$ cat src/rtl/f64_to_f32_storage_error_stats_core_assert.svh
// Assertion macros shared by the storage error statistics core.
`ifndef F64_TO_F32_STORAGE_ERROR_STATS_CORE_ASSERT_SVH
`define F64_TO_F32_STORAGE_ERROR_STATS_CORE_ASSERT_SVH

// Same-cycle implication, checked outside reset.
`define FSES_ASSERT_NOW(label, ante, cons) \
  label: assert property (@(posedge clk) disable iff (rst) (ante) |-> (cons)) \
    else $error("fses assertion failed");

// Next-cycle implication, checked outside reset.
`define FSES_ASSERT_NEXT(label, ante, cons) \
  label: assert property (@(posedge clk) disable iff (rst) (ante) |=> (cons)) \
    else $error("fses assertion failed");

`endif

$ cat src/rtl/fses_pkg.sv
// Types and constants shared by the storage error statistics core.
package fses_pkg;

  typedef struct packed {
    logic [63:0] reference_bits;
    logic [1:0]  anchor_kind;
    logic        anchor_known;
    logic [63:0] anchor_value;
    logic        last_item;
  } item_word_t;

  typedef struct packed {
    logic [31:0] sample_total;
    logic [31:0] invalid_total;
    logic [31:0] nonfinite_total;
    logic [63:0] max_abs_error;
    logic [31:0] gaussian_total;
    logic [63:0] max_gaussian_ratio;
    logic [31:0] quantile_total;
    logic [63:0] max_quantile_ratio;
    logic [31:0] within_total;
    logic [31:0] outside_total;
  } stats_word_t;

  typedef struct packed {
    logic busy;
    logic done;
  } div_status_t;

  typedef enum logic [3:0] {
    ST_IDLE,
    ST_PREP,
    ST_NORM,
    ST_DIV,
    ST_QNORM,
    ST_DENORM,
    ST_ROUND,
    ST_UPDATE,
    ST_EMIT
  } state_t;

  localparam logic [1:0]  KIND_UNKNOWN = 2'd0;
  localparam logic [1:0]  KIND_GAUSS   = 2'd1;
  localparam logic [1:0]  KIND_P50     = 2'd2;
  localparam logic [1:0]  KIND_P95     = 2'd3;

  localparam logic [10:0] EXP_ALL_ONES = 11'h7FF;
  localparam logic [63:0] ONE_BITS     = 64'h3FF0_0000_0000_0000;
  localparam logic [63:0] INF_BITS     = 64'h7FF0_0000_0000_0000;

  // Quotient bits produced: one integer bit, 52 fraction bits, guard and two more.
  localparam int unsigned QUOT_BITS = 56;

endpackage

$ cat src/rtl/fses_div.sv
// Restoring mantissa divider producing one quotient bit per cycle.
module fses_div
  import fses_pkg::*;
(
  input  logic                 clk,
  input  logic                 rst,
  input  logic                 start,
  input  logic [52:0]          dividend,
  input  logic [52:0]          divisor,
  output logic [QUOT_BITS-1:0] quotient,
  output logic                 sticky,
  output div_status_t          status
);

  logic [53:0]          rem;
  logic [52:0]          dvs;
  logic [QUOT_BITS-1:0] quo;
  logic [5:0]           cnt;
  logic                 busy;
  logic                 done;
  logic                 take;
  logic [53:0]          rem_next;

  // Partial remainder stays below twice the divisor, so 54 bits suffice.
  always_comb begin
    take     = rem >= {1'b0, dvs};
    rem_next = take ? rem - {1'b0, dvs} : rem;
  end

  always_ff @(posedge clk) begin
    if (rst) begin
      busy <= 1'b0;
      done <= 1'b0;
      cnt  <= '0;
    end else begin
      done <= 1'b0;
      if (start) begin
        busy <= 1'b1;
        cnt  <= 6'(QUOT_BITS - 1);
      end else if (busy) begin
        cnt <= cnt - 6'd1;
        if (cnt == 6'd0) begin
          busy <= 1'b0;
          done <= 1'b1;
        end
      end
    end
  end

  always_ff @(posedge clk) begin
    if (start) begin
      rem <= {1'b0, dividend};
      dvs <= divisor;
      quo <= '0;
    end else if (busy) begin
      quo <= {quo[QUOT_BITS-2:0], take};
      rem <= {rem_next[52:0], 1'b0};
    end
  end

  assign quotient    = quo;
  assign sticky      = rem != 54'd0;
  assign status.busy = busy;
  assign status.done = done;

endmodule

$ cat src/rtl/f64_to_f32_storage_error_stats_core.sv
// Top level of the double-to-single storage error statistics core.
// How to use this block:
// Input words arrive on item/item_valid and are taken at an edge where
// item_valid is high and item_stall is low. Each word carries a double
// reference, an uncertainty anchor and a last_item flag. The block handles
// one word at a time and holds item_stall high while it works on it.
// A word whose fields or limit are invalid, or whose single rounding
// overflows, goes from its checks straight to the statistics update, and so
// does a zero rounding error. A zero anchor skips the divider. Other words
// normalize the error and anchor mantissas, pass the bit-serial mantissa
// divider and, for subnormal ratios, a right shift before rounding. On a
// word with last_item set, a further state loads a statistics word into the
// output register stats/stats_valid and the running statistics clear.
// The output register holds its word while stats_stall is high; the block
// keeps taking input words meanwhile and only waits if a second statistics
// word is ready before the first one has been taken.
// The user writes the max_ratio register through max_ratio_we and
// max_ratio_wdata only while the block is idle; the block does not enforce
// this. Synchronous reset sets the limit to 1.0, clears all counters and
// maxima and empties the output register.
module f64_to_f32_storage_error_stats_core
  import fses_pkg::*;
#(
  parameter int COUNT_WIDTH = 32
) (
  input  logic        clk,
  input  logic        rst,
  input  item_word_t  item,
  input  logic        item_valid,
  output logic        item_stall,
  output stats_word_t stats,
  output logic        stats_valid,
  input  logic        stats_stall,
  input  logic        max_ratio_we,
  input  logic [63:0] max_ratio_wdata
);

  localparam logic [COUNT_WIDTH-1:0] CNT_MAX = '1;

  state_t state, state_next;

  logic [63:0] max_ratio;
  item_word_t  item_q;

  // Per-item working registers.
  logic               item_invalid;
  logic               item_nonfinite;
  logic [52:0]        err_m;
  logic signed [13:0] err_e;
  logic               err_sub;
  logic [63:0]        err_bits;
  logic [52:0]        anc_m;
  logic signed [13:0] anc_e;
  logic               anc_zero;
  logic [QUOT_BITS-1:0] q_x;
  logic               q_s;
  logic signed [13:0] q_e;
  logic [63:0]        ratio_bits;

  // Running statistics.
  logic [COUNT_WIDTH-1:0] cnt_samples, cnt_invalid, cnt_nonfinite;
  logic [COUNT_WIDTH-1:0] cnt_gauss, cnt_quant, cnt_within, cnt_outside;
  logic [63:0]            max_err, max_gauss, max_quant;

  // Divider interface.
  logic                 div_start;
  logic [QUOT_BITS-1:0] div_quo;
  logic                 div_sticky;
  div_status_t          div_stat;

  logic item_take;
  logic emit_load;

  function automatic logic [COUNT_WIDTH-1:0] bump(input logic [COUNT_WIDTH-1:0] c);
    return (c == CNT_MAX) ? c : c + COUNT_WIDTH'(1);
  endfunction

  assign item_take = item_valid && !item_stall;

  //--------------------------------------------------------------------------
  // Item checks and rounding of the reference to single precision.
  // The rounding error is an integer count of double ulps of the reference,
  // taken from the bits that single precision drops.
  //--------------------------------------------------------------------------
  logic [10:0]  ref_e;
  logic [52:0]  ref_big;
  logic [54:0]  ref_ext;
  logic [10:0]  s_wide;
  logic [5:0]   s;
  logic [53:0]  mask_s, mask_h;
  logic [53:0]  rem54, neg54;
  logic         guard_bit, lower_nz, lsb_bit, round_up;
  logic [52:0]  d_val;
  logic         prep_invalid, prep_overflow;
  logic         anc_ok, lim_ok, ref_finite;
  logic [10:0]  anc_field;

  always_comb begin
    ref_e   = item_q.reference_bits[62:52];
    ref_big = {1'b1, item_q.reference_bits[51:0]};
    ref_ext = {2'b00, ref_big};
    s_wide  = 11'd926 - ref_e;
    if (ref_e >= 11'd897) begin
      s = 6'd29;
    end else if (ref_e <= 11'd872) begin
      s = 6'd54;
    end else begin
      s = s_wide[5:0];
    end
    for (int i = 0; i < 54; i++) begin
      mask_s[i] = 6'(i) < s;
      mask_h[i] = 6'(i) < (s - 6'd1);
    end
    rem54     = {1'b0, ref_big} & mask_s;
    neg54     = (~rem54 + 54'd1) & mask_s;
    guard_bit = ref_ext[s - 6'd1];
    lsb_bit   = ref_ext[s];
    lower_nz  = |({1'b0, ref_big} & mask_h);
    round_up  = guard_bit && (lower_nz || lsb_bit);
    if (ref_e == 11'd0) begin
      d_val = {1'b0, item_q.reference_bits[51:0]};
    end else begin
      d_val = round_up ? neg54[52:0] : rem54[52:0];
    end

    ref_finite = ref_e != EXP_ALL_ONES;
    anc_ok     = (item_q.anchor_value[62:52] != EXP_ALL_ONES) &&
                 (!item_q.anchor_value[63] || item_q.anchor_value[62:0] == 63'd0);
    lim_ok     = (max_ratio[62:52] != EXP_ALL_ONES) &&
                 (!max_ratio[63] || max_ratio[62:0] == 63'd0);
    prep_invalid = !ref_finite || !item_q.anchor_known ||
                   item_q.anchor_kind == KIND_UNKNOWN || !anc_ok || !lim_ok;
    // Overflow when the exponent is past the single range, or the top
    // binade rounds up into the next one.
    prep_overflow = (ref_e > 11'd1150) ||
                    (ref_e == 11'd1150 && round_up && (&ref_big[52:29]));
    anc_field = item_q.anchor_value[62:52];
  end

  //--------------------------------------------------------------------------
  // Normalization of error and anchor mantissas, one bit per cycle each.
  //--------------------------------------------------------------------------
  logic        norm_done;
  logic [63:0] err_pack;

  always_comb begin
    norm_done = err_m[52] && (anc_zero || anc_m[52]);
    err_pack  = err_sub ? err_bits : {1'b0, err_e[10:0], err_m[51:0]};
  end

  //--------------------------------------------------------------------------
  // Rounding of the quotient to nearest, ties to even.
  //--------------------------------------------------------------------------
  logic [53:0]        rnd_sum;
  logic               rnd_up;
  logic signed [13:0] rnd_field;
  logic [63:0]        rnd_bits;

  always_comb begin
    rnd_up  = q_x[2] && (q_x[1] || q_x[0] || q_s || q_x[3]);
    rnd_sum = {1'b0, q_x[55:3]} + {53'd0, rnd_up};
    if (rnd_sum[53]) begin
      rnd_field = q_e + 14'sd1;
    end else if (rnd_sum[52]) begin
      rnd_field = q_e;
    end else begin
      rnd_field = 14'sd0;
    end
    if (rnd_field >= 14'sd2047) begin
      rnd_bits = INF_BITS;
    end else begin
      rnd_bits = {1'b0, rnd_field[10:0], rnd_sum[53] ? 52'd0 : rnd_sum[51:0]};
    end
  end

  //--------------------------------------------------------------------------
  // Sequencer.
  //--------------------------------------------------------------------------
  always_comb begin
    state_next = state;
    unique case (state)
      ST_IDLE: begin
        if (item_take) state_next = ST_PREP;
      end
      ST_PREP: begin
        if (prep_invalid || prep_overflow || d_val == 53'd0) begin
          state_next = ST_UPDATE;
        end else begin
          state_next = ST_NORM;
        end
      end
      ST_NORM: begin
        if (norm_done) state_next = anc_zero ? ST_UPDATE : ST_DIV;
      end
      ST_DIV: begin
        if (div_stat.done) state_next = ST_QNORM;
      end
      ST_QNORM:  state_next = ST_DENORM;
      ST_DENORM: begin
        if (q_e >= 14'sd1) state_next = ST_ROUND;
      end
      ST_ROUND:  state_next = ST_UPDATE;
      ST_UPDATE: state_next = item_q.last_item ? ST_EMIT : ST_IDLE;
      ST_EMIT: begin
        if (!stats_valid || !stats_stall) state_next = ST_IDLE;
      end
      default:   state_next = ST_IDLE;
    endcase
  end

  always_comb begin
    item_stall = 1'b1;
    div_start  = 1'b0;
    emit_load  = 1'b0;
    unique case (state)
      ST_IDLE: item_stall = 1'b0;
      ST_NORM: div_start  = norm_done && !anc_zero;
      ST_EMIT: emit_load  = !stats_valid || !stats_stall;
      default: ;
    endcase
  end

  always_ff @(posedge clk) begin
    if (rst) begin
      state <= ST_IDLE;
    end else begin
      state <= state_next;
    end
  end

  // Configuration register.
  always_ff @(posedge clk) begin
    if (rst) begin
      max_ratio <= ONE_BITS;
    end else if (max_ratio_we) begin
      max_ratio <= max_ratio_wdata;
    end
  end

  // Working datapath.
  always_ff @(posedge clk) begin
    unique case (state)
      ST_IDLE: begin
        if (item_take) item_q <= item;
      end
      ST_PREP: begin
        item_invalid   <= prep_invalid;
        item_nonfinite <= !prep_invalid && prep_overflow;
        err_m          <= d_val;
        err_e          <= (ref_e == 11'd0) ? 14'sd1 : $signed({3'b000, ref_e});
        err_sub        <= 1'b0;
        err_bits       <= 64'd0;
        ratio_bits     <= 64'd0;
        anc_zero       <= item_q.anchor_value[62:0] == 63'd0;
        if (anc_field == 11'd0) begin
          anc_m <= {1'b0, item_q.anchor_value[51:0]};
          anc_e <= 14'sd1;
        end else begin
          anc_m <= {1'b1, item_q.anchor_value[51:0]};
          anc_e <= $signed({3'b000, anc_field});
        end
      end
      ST_NORM: begin
        if (norm_done) begin
          err_bits <= err_pack;
          q_e      <= err_e - anc_e + 14'sd1023;
          if (anc_zero) ratio_bits <= INF_BITS;
        end else begin
          if (!err_m[52]) begin
            // The error drops below the normal range here: keep its
            // subnormal encoding before normalizing further.
            if (err_e == 14'sd1 && !err_sub) begin
              err_bits <= {12'd0, err_m[51:0]};
              err_sub  <= 1'b1;
            end
            err_m <= {err_m[51:0], 1'b0};
            err_e <= err_e - 14'sd1;
          end
          if (!anc_zero && !anc_m[52]) begin
            anc_m <= {anc_m[51:0], 1'b0};
            anc_e <= anc_e - 14'sd1;
          end
        end
      end
      ST_DIV: begin
        if (div_stat.done) begin
          q_x <= div_quo;
          q_s <= div_sticky;
        end
      end
      ST_QNORM: begin
        if (!q_x[QUOT_BITS-1]) begin
          q_x <= {q_x[QUOT_BITS-2:0], 1'b0};
          q_e <= q_e - 14'sd1;
        end
      end
      ST_DENORM: begin
        if (q_e < -14'sd60) begin
          q_s <= q_s || (q_x != '0);
          q_x <= '0;
          q_e <= 14'sd1;
        end else if (q_e < 14'sd1) begin
          q_s <= q_s || q_x[0];
          q_x <= {1'b0, q_x[QUOT_BITS-1:1]};
          q_e <= q_e + 14'sd1;
        end
      end
      ST_ROUND: ratio_bits <= rnd_bits;
      default: ;
    endcase
  end

  // Running statistics and output register.
  always_ff @(posedge clk) begin
    if (rst || emit_load) begin
      cnt_samples   <= '0;
      cnt_invalid   <= '0;
      cnt_nonfinite <= '0;
      cnt_gauss     <= '0;
      cnt_quant     <= '0;
      cnt_within    <= '0;
      cnt_outside   <= '0;
      max_err       <= 64'd0;
      max_gauss     <= 64'd0;
      max_quant     <= 64'd0;
    end else if (state == ST_UPDATE) begin
      cnt_samples <= bump(cnt_samples);
      if (item_invalid) begin
        cnt_invalid <= bump(cnt_invalid);
      end else if (item_nonfinite) begin
        cnt_nonfinite <= bump(cnt_nonfinite);
      end else begin
        // Non-negative doubles order like their bit patterns.
        if (err_bits > max_err) max_err <= err_bits;
        if (item_q.anchor_kind == KIND_GAUSS) begin
          cnt_gauss <= bump(cnt_gauss);
          if (ratio_bits > max_gauss) max_gauss <= ratio_bits;
        end else begin
          cnt_quant <= bump(cnt_quant);
          if (ratio_bits > max_quant) max_quant <= ratio_bits;
        end
        // A negative-zero limit compares as zero.
        if (ratio_bits <= {1'b0, max_ratio[62:0]}) begin
          cnt_within <= bump(cnt_within);
        end else begin
          cnt_outside <= bump(cnt_outside);
        end
      end
    end
  end

  always_ff @(posedge clk) begin
    if (rst) begin
      stats_valid <= 1'b0;
    end else if (emit_load) begin
      stats_valid <= 1'b1;
    end else if (!stats_stall) begin
      stats_valid <= 1'b0;
    end
  end

  always_ff @(posedge clk) begin
    if (emit_load) begin
      stats.sample_total       <= 32'(cnt_samples);
      stats.invalid_total      <= 32'(cnt_invalid);
      stats.nonfinite_total    <= 32'(cnt_nonfinite);
      stats.max_abs_error      <= max_err;
      stats.gaussian_total     <= 32'(cnt_gauss);
      stats.max_gaussian_ratio <= max_gauss;
      stats.quantile_total     <= 32'(cnt_quant);
      stats.max_quantile_ratio <= max_quant;
      stats.within_total       <= 32'(cnt_within);
      stats.outside_total      <= 32'(cnt_outside);
    end
  end

  fses_div u_div (
    .clk      (clk),
    .rst      (rst),
    .start    (div_start),
    .dividend (err_m),
    .divisor  (anc_m),
    .quotient (div_quo),
    .sticky   (div_sticky),
    .status   (div_stat)
  );

  //--------------------------------------------------------------------------
  // Assertions.
  //--------------------------------------------------------------------------
`include "f64_to_f32_storage_error_stats_core_assert.svh"

  `FSES_ASSERT_NOW(a_div_done_in_div, div_stat.done, state == ST_DIV)
  `FSES_ASSERT_NEXT(a_take_goes_prep, item_take, state == ST_PREP)
  `FSES_ASSERT_NOW(a_round_exp_normal, state == ST_ROUND, q_e >= 14'sd1)
  `FSES_ASSERT_NOW(a_stats_rise_from_emit, $rose(stats_valid), $past(state) == ST_EMIT)

endmodule
$ cat config.mk
export PLATFORM = sky130hd
export DESIGN_NAME = f64_to_f32_storage_error_stats_core
export DESIGN_NICKNAME = d
export VERILOG_FILES = /design/src/rtl/fses_pkg.sv /design/src/rtl/fses_div.sv /design/src/rtl/f64_to_f32_storage_error_stats_core.sv
export VERILOG_INCLUDE_DIRS = /design/src /design/src/rtl
export SDC_FILE = /design/constraint.sdc
export NUM_CORES = 2
export LEC_CHECK = 0
export ABC_AREA = 1
export BUFFER_PORTS_ARGS = -buffer_cell sky130_fd_sc_hd__buf_4
export CORE_ASPECT_RATIO = 1.5
export CORE_MARGIN = 5
export CORE_UTILIZATION = 40
export CTS_CLUSTER_DIAMETER = 200
export DETAILED_ROUTE_END_ITERATION = 7
export PLACE_DENSITY_LB_ADDON = 0.15
export SYNTH_ARGS = -nofsm -noshare
export SYNTH_HDL_FRONTEND = slang
export SYNTH_SLANG_ARGS = --single-unit
$ cat constraint.sdc
create_clock -name clk -period 25 [get_ports clk]
set_input_delay 0 -clock clk [delete_from_list [all_inputs] [get_ports clk]]
set_output_delay 0 -clock clk [all_outputs]
set_load 0.03 [all_outputs]
=== After elaboration in Yosys (flattened, before gate mapping) ===
Cells that the tools add are included.
Widths: inputs -> output; s select.

* Flip-flop bits (word level): 1540
* Bits in latches: 0
* RAM bits: 0
* Bits in read-only memories: 0
* Bits of input ports: 201
* Output and inout port bits: 418
* Logic and storage cells: 404
* Memories kept: 0

* $add $sub $neg: 19
* Multiply operators: 0
* Divide/modulo/power cells: 0
* Order comparisons: 121
* Equal/unequal tests: 37
* Shift operators: 0
* Muxes and demuxes: 76
* Bitwise logic cells: 16
* Reduce and logical (&&, ||, !) cells: 84

{| class="wikitable"
|+ Operator list
! cell !! count
|-
| $mux 53 || 10
|-
| $mux 64 || 6
|-
| $lt 6x6->1 const A || 43
|-
| $add 32x1->32 const B || 7
|-
| $eq 32x32->1 const B || 7
|-
| $mux 56 || 4
|-
| $pmux 53 s2 || 2
|-
| $gt 64x64->1 || 3
|-
| $lt 5x6->1 const A || 32
|-
| $pmux 64 s3 || 1
|-
| $pmux 56 s3 || 1
|-
| $mux 14 || 10
|-
| $pmux 64 s2 || 1
|-
| $logic_not 63->1 || 2
|-
| $and 53x53->53 || 2
|-
| $lt 4x6->1 const A || 16
|-
| $le 64x63->1 || 1
|-
| $mux 63 || 1
|-
| $pmux 14 s2 || 2
|-
| $reduce_bool 56->1 || 1
|-
| $add 53x1->54 || 1
|-
| $and 53x54->54 || 1
|-
| $ge 54x53->1 || 1
|-
| $reduce_bool 54->1 || 1
|-
| 60 further kinds || 197
|}

=== Depth between registers and ports, before layout ===
* Depth in word-level cells: 16
* Gate-level depth with buffers: 44
* Gate-level depth less buffers: 40

=== By module ===
From an unflattened synthesis, not the netlist that was laid out.

* Cells, all modules: 8572
* Area total of the unflattened synthesis: 75875.3 sq um

{| class="wikitable"
|+ By module, submodules not included
! module !! instances !! cells each !! area an instance (sq um)
|-
| f64_to_f32_storage_error_stats_core || 1 || 6998 || 64730.8
|-
| fses_div || 1 || 1574 || 11144.4
|}

=== Worst setup path before layout ===
Ideal clock, no wire load.

* Path type: register to register
* From: register state[0]
* To: register cnt_gauss[18]
* Arrival time: 19.249 ns
* Required time: 24.885 ns
* Slack: 5.636 ns
* Cell stages (with the launch flop): 10
* Buffers on the path: 2
* Cell sequence: dfxtp_1 -> nor2_1 -> nand3_1 -> nor2_1 -> inv_1 -> nand2_1 -> clkbuf_1 -> clkbuf_1 -> a21oi_1 -> o21a_1

* Cells in the longest elaborated chain, start to end: 3

{| class="wikitable"
|+ RTL lines
! element !! line !! text
|-
| start, declared || f64_to_f32_storage_error_stats_core.sv:40 || <nowiki>state_t state, state_next;</nowiki>
|-
| start signal, assigned || f64_to_f32_storage_error_stats_core.sv:227 || <nowiki>state <= state_next;</nowiki>
|-
| $eq 4x4->1 || f64_to_f32_storage_error_stats_core.sv:215 || <nowiki>unique case (state)</nowiki>
|-
| $mux 1 || f64_to_f32_storage_error_stats_core.sv:215 ||
|-
| named net emit_load || f64_to_f32_storage_error_stats_core.sv:72 || <nowiki>logic emit_load;</nowiki>
|-
| $logic_or 1x1->1 || f64_to_f32_storage_error_stats_core.sv:315 || <nowiki>if (rst || emit_load) begin</nowiki>
|-
| end signal, assigned || f64_to_f32_storage_error_stats_core.sv:336 || <nowiki>cnt_gauss <= bump(cnt_gauss);</nowiki>
|-
| end, declared || f64_to_f32_storage_error_stats_core.sv:62 || <nowiki>logic [COUNT_WIDTH-1:0] cnt_gauss, cnt_quant, cnt_within, cnt_outside;</nowiki>
|}

The timed path passes the listed nets, and every way through them passes these cells.
A chain may end at the register's enable or synchronous reset.

=== Worst setup path after layout ===
* From: register item_q[120] (netlist bit)
* To: register state[0]

* Cells in the longest elaborated chain, start to end: 16

{| class="wikitable"
|+ RTL lines
! element !! line !! text
|-
| start, declared || f64_to_f32_storage_error_stats_core.sv:43 || <nowiki>item_word_t item_q;</nowiki>
|-
| start signal, assigned || f64_to_f32_storage_error_stats_core.sv:244 || <nowiki>if (item_take) item_q <= item;</nowiki>
|-
| parallel branches: the longest is 13 deep, another holds $add 53x1->53 || -- ||
|-
| $logic_or 1x1->1 * || f64_to_f32_storage_error_stats_core.sv:186 || <nowiki>if (prep_invalid || prep_overflow || d_val == 53'd0) begin</nowiki>
|-
| $mux 3 * || f64_to_f32_storage_error_stats_core.sv:186 ||
|-
| $pmux 4 s9 * || f64_to_f32_storage_error_stats_core.sv:181 || <nowiki>unique case (state)</nowiki>
|}

Mark *: on every way between the ends. The select of a mux whose other input is x is not followed.

==> results_dict.tcl <==
set metrics [dict create \
    outcome "finished, violations left" \
    violations "DRC" \
    cp_max_fo 63 \
    required_ns 25.69 \
    whs_path_depth 4 \
    clock_skew_ns 0.0542 \
    drive_gt1_share_pct 10.9 \
    vias 60400 \
    maxUsedRoutingLayer "met5" \
    slew_viol_final 0 \
    fp.dieArea_mm2 0.195 \
    antenna_found_initial 7 \
    drc_errors 2 \
    clk_latency_ns 0.81 \
    cpPeakStageDelay_ns 0.64 \
    worst_setup_path_end_kind "flip-flop" \
    grt_max_degree 170 \
    hold_path_end "max_ratio[23]$_SDFFE_PP0P_" \
    yosys.area.top_type "edfxtp_1" \
    finalSetupTns_ns 0 \
    synth_cells 8139 \
    setup_viol 0 \
    grt_util_all_layers_pct 23.7 \
    grt_pass1_vias 59300 \
    synthSimpleGateAreaFrac_pct 17.9 \
    io_pins 619 \
    synth_edf_count 985 \
    avgSynthCellArea_um2 9.14 \
    p_leak_nw 34.2 \
    dpl.cell_count 11000 \
    hold_violations 0 \
    die_h_um 538 \
    ys_seq_elements 1532 \
    die_w_um 362 \
    clockRootBuffer "clkbuf_16" \
    clkTransAtPathRegs_ns 0.06 \
    fin_hold_ws_ns 0.0627 \
    ir_drop_mv 0.0812 \
    io_buffers 614 \
    p_per_area_mw_per_mm2 99.3 \
    drt_pass1_iterations 8 \
    core_area_mm2 0.186 \
    cp.arrival_ns 9.10 \
    ys.flop_type "edfxtp_1" \
    yosysUniqueCellTypes 70 \
    synth_compound_area_share_pct 12.6 \
    synth_fa_ha_area_share_pct 6.01 \
    grt_first_pass_wirelength_um 358000 \
    cp-start-kind "flip-flop" \
    max_freq_mhz 119 \
    synth_top_area_share_pct 39.8 \
    via_per_inst 5.19 \
    fp-row-count 194 \
    synth_area_leaders "edfxtp_1, dfxtp_1, nand2_1" \
    grt-ovfl-total 0 \
    rsz0062_at_grt "false" \
    ys_async_sr_fraction_pct 0 \
    wl_per_cell_um 20.6 \
    worstSetupPathType "flip-flop to flip-flop" \
    cts.sinks 1532 \
    synth_top_family_by_area "simple AND/OR/NAND/NOR gates" \
    cts_made_buffers 159 \
    gp_congestion 0.943 \
    cp_top_family "simple AND/OR/NAND/NOR gates" \
    routed_wl_um 239000 \
    hold_path_class "input pin to flip-flop" \
    cpMostUsedCell "nand2_1" \
    reg2regPathDepth 35 \
    r2r-end "state[0]$_SDFFE_PP0P_" \
    start_util_pct 40.1 \
    timing.final.crit_share_pct 33.6 \
    r2r_slack_ns 16.59 \
    tightest_slew_ns 1.45 \
    cts_tree "built" \
    cap_viol_max_count 0 \
    slew_headroom_pct 2.59 \
    synthTopCellsByCount "nand2_1, inv_1, edfxtp_1" \
    synthMuxAreaShare_pct 0 \
    synth-xor-area-share_pct 1.73 \
    postRouteAntennaNets 0 \
    cpMaxStageDelayCell "clkinv_1" \
    dr_wl_met2_um 117000 \
    r2r_start "item_q[120]$_DFFE_PP_" \
    worstHoldStart "max_ratio_wdata[23]" \
    seq_area_frac_synth_pct 54.5 \
    min_period_ns 8.41 \
    wl_met1_um 95200 \
    drt_iter0_markers 4204 \
    area_growth_pct 21.0 \
    synth.most_common_cell "nand2_1" \
    final_nets 9614 \
    htreeDepth 4 \
    cp.buffers_inverters 7 \
    clockBufferDepth 4 \
    synth_area_mm2 0.0744 \
    dp_hpwl_um 181000 \
    yosysWarnings 0 \
    met3WireLength_um 12400 \
    layout.cells.non_filler 11600 \
    post_cts_resized 0 \
]
-- where the power goes --
group / internal [mW] / switching, mW
Combinational: 0.981 / 1.96
Clock: 1.31 / 1.00
Sequential: 3.28 / 0.408
Total: 5.57 / 3.37
-- worst max-delay path by stage --
stage,startpoint,cells past startpoint,to
6_report,item_q[120]$_DFFE_PP_,35,state[0]$_SDFFE_PP0P_
5_1_grt,item_q[120]$_DFFE_PP_,39,state[0]$_SDFFE_PP0P_
4_1_cts,item_q[120]$_DFFE_PP_,39,state[0]$_SDFFE_PP0P_
3_5_place_dp,item_q[120]$_DFFE_PP_,39,state[0]$_SDFFE_PP0P_
3_3_place_gp,item_q[120]$_DFFE_PP_,39,state[2]$_SDFFE_PP0P_
2_1_floorplan,state[0]$_SDFFE_PP0P_,9,cnt_gauss[18]$_SDFFE_PP0P_
-- per-layer routing --
| layer | up-vias | global-route usage [%] |
|---|---|---|
| met4 | 4 | 12.2 |
| met2 | 1689 | 41.7 |
| met1 | 28500 | 28.3 |
| li1 | 29800 | - |
| met3 | 405 | 2.93 |
| met5 | - | 0 |
-- worst reg2reg max path: cells and delay by family (launching register included) --
kind	cells	cell delay [ns]
flops	1	0.60
fa+ha+maj	2	0.82
buf+inv	7	2.63
compound gates	3	0.58
simple gates	23	3.71
-- stage by stage --
stage	utilization, %	setup WS (ns)	instance area (µm²)	power [mW]
after CTS	48.5	16.76	90000	9.02
after detailed placement	43.8	16.80	81400	6.63
final	48.5	16.59	90000	8.94
after global placement	43.8	16.78	81400	6.58
after global routing	48.5	16.16	90000	9.51
after floorplan	-	5.64	74400	5.64
-- logic make-up after synthesis --
group           count (synthesis)
fa+ha+maj                     356
other cells                     1
xor+xnor                      146
simple gates                 3062
flops                        1532
buf+inv                      1409
compound gates               1633
-- layout by cell type (no fill, tap or decap), types with 52 or more instances in the layout --
cell and count:
xor2_1 114, edfxtp_1 985, nor3_1 178, dlygate4sd3_1 365
nand3_1 359, clkbuf_16 162, nor2_1 744, nand2_1 1419
a211oi_1 82, o221ai_1 68, a21oi_1 681, o21ai_0 512
inv_1 1108, nor4_1 118, buf_4 658, a22o_1 52
o211ai_1 53, nand4_1 101, dfxtp_1 546, ha_1 354
-- cell type report --
| type | instances | area, µm² |
|---|---|---|
| fill | 17400 | 95700 |
| clock buffer | 214 | 4370 |
| timing repair buffer | 1024 | 8610 |
| tap | 2450 | 3070 |
| antenna | 3 | 7.51 |
| inverter | 1140 | 4290 |
| multi-input combinational | 5200 | 28600 |
| clock inverter | 67 | 589 |
| sequential | 1532 | 40500 |
-- flip-flops by register name, indices dropped and copies added (netlist names), 32 cells and up --
register        cells
max_gauss          63
anc_m              53
item_q            120
max_ratio          64
max_err            63
cnt_outside        32
cnt_within         32
u_div.rem          54
cnt_quant          32
cnt_gauss          32
u_div.quotient     56
cnt_nonfinite      32
cnt_samples        32
q_x                56
ratio_bits         63
err_bits           63
max_quant          63
err_m              53
u_div.dvs          53
stats             413
cnt_invalid        32
-- repair_timing --
action,in CTS,in global routing
setup buffers,0,0
hold endpoints to repair,211,0
hold buffers,365,0
(Power assumes the default switching activity.)
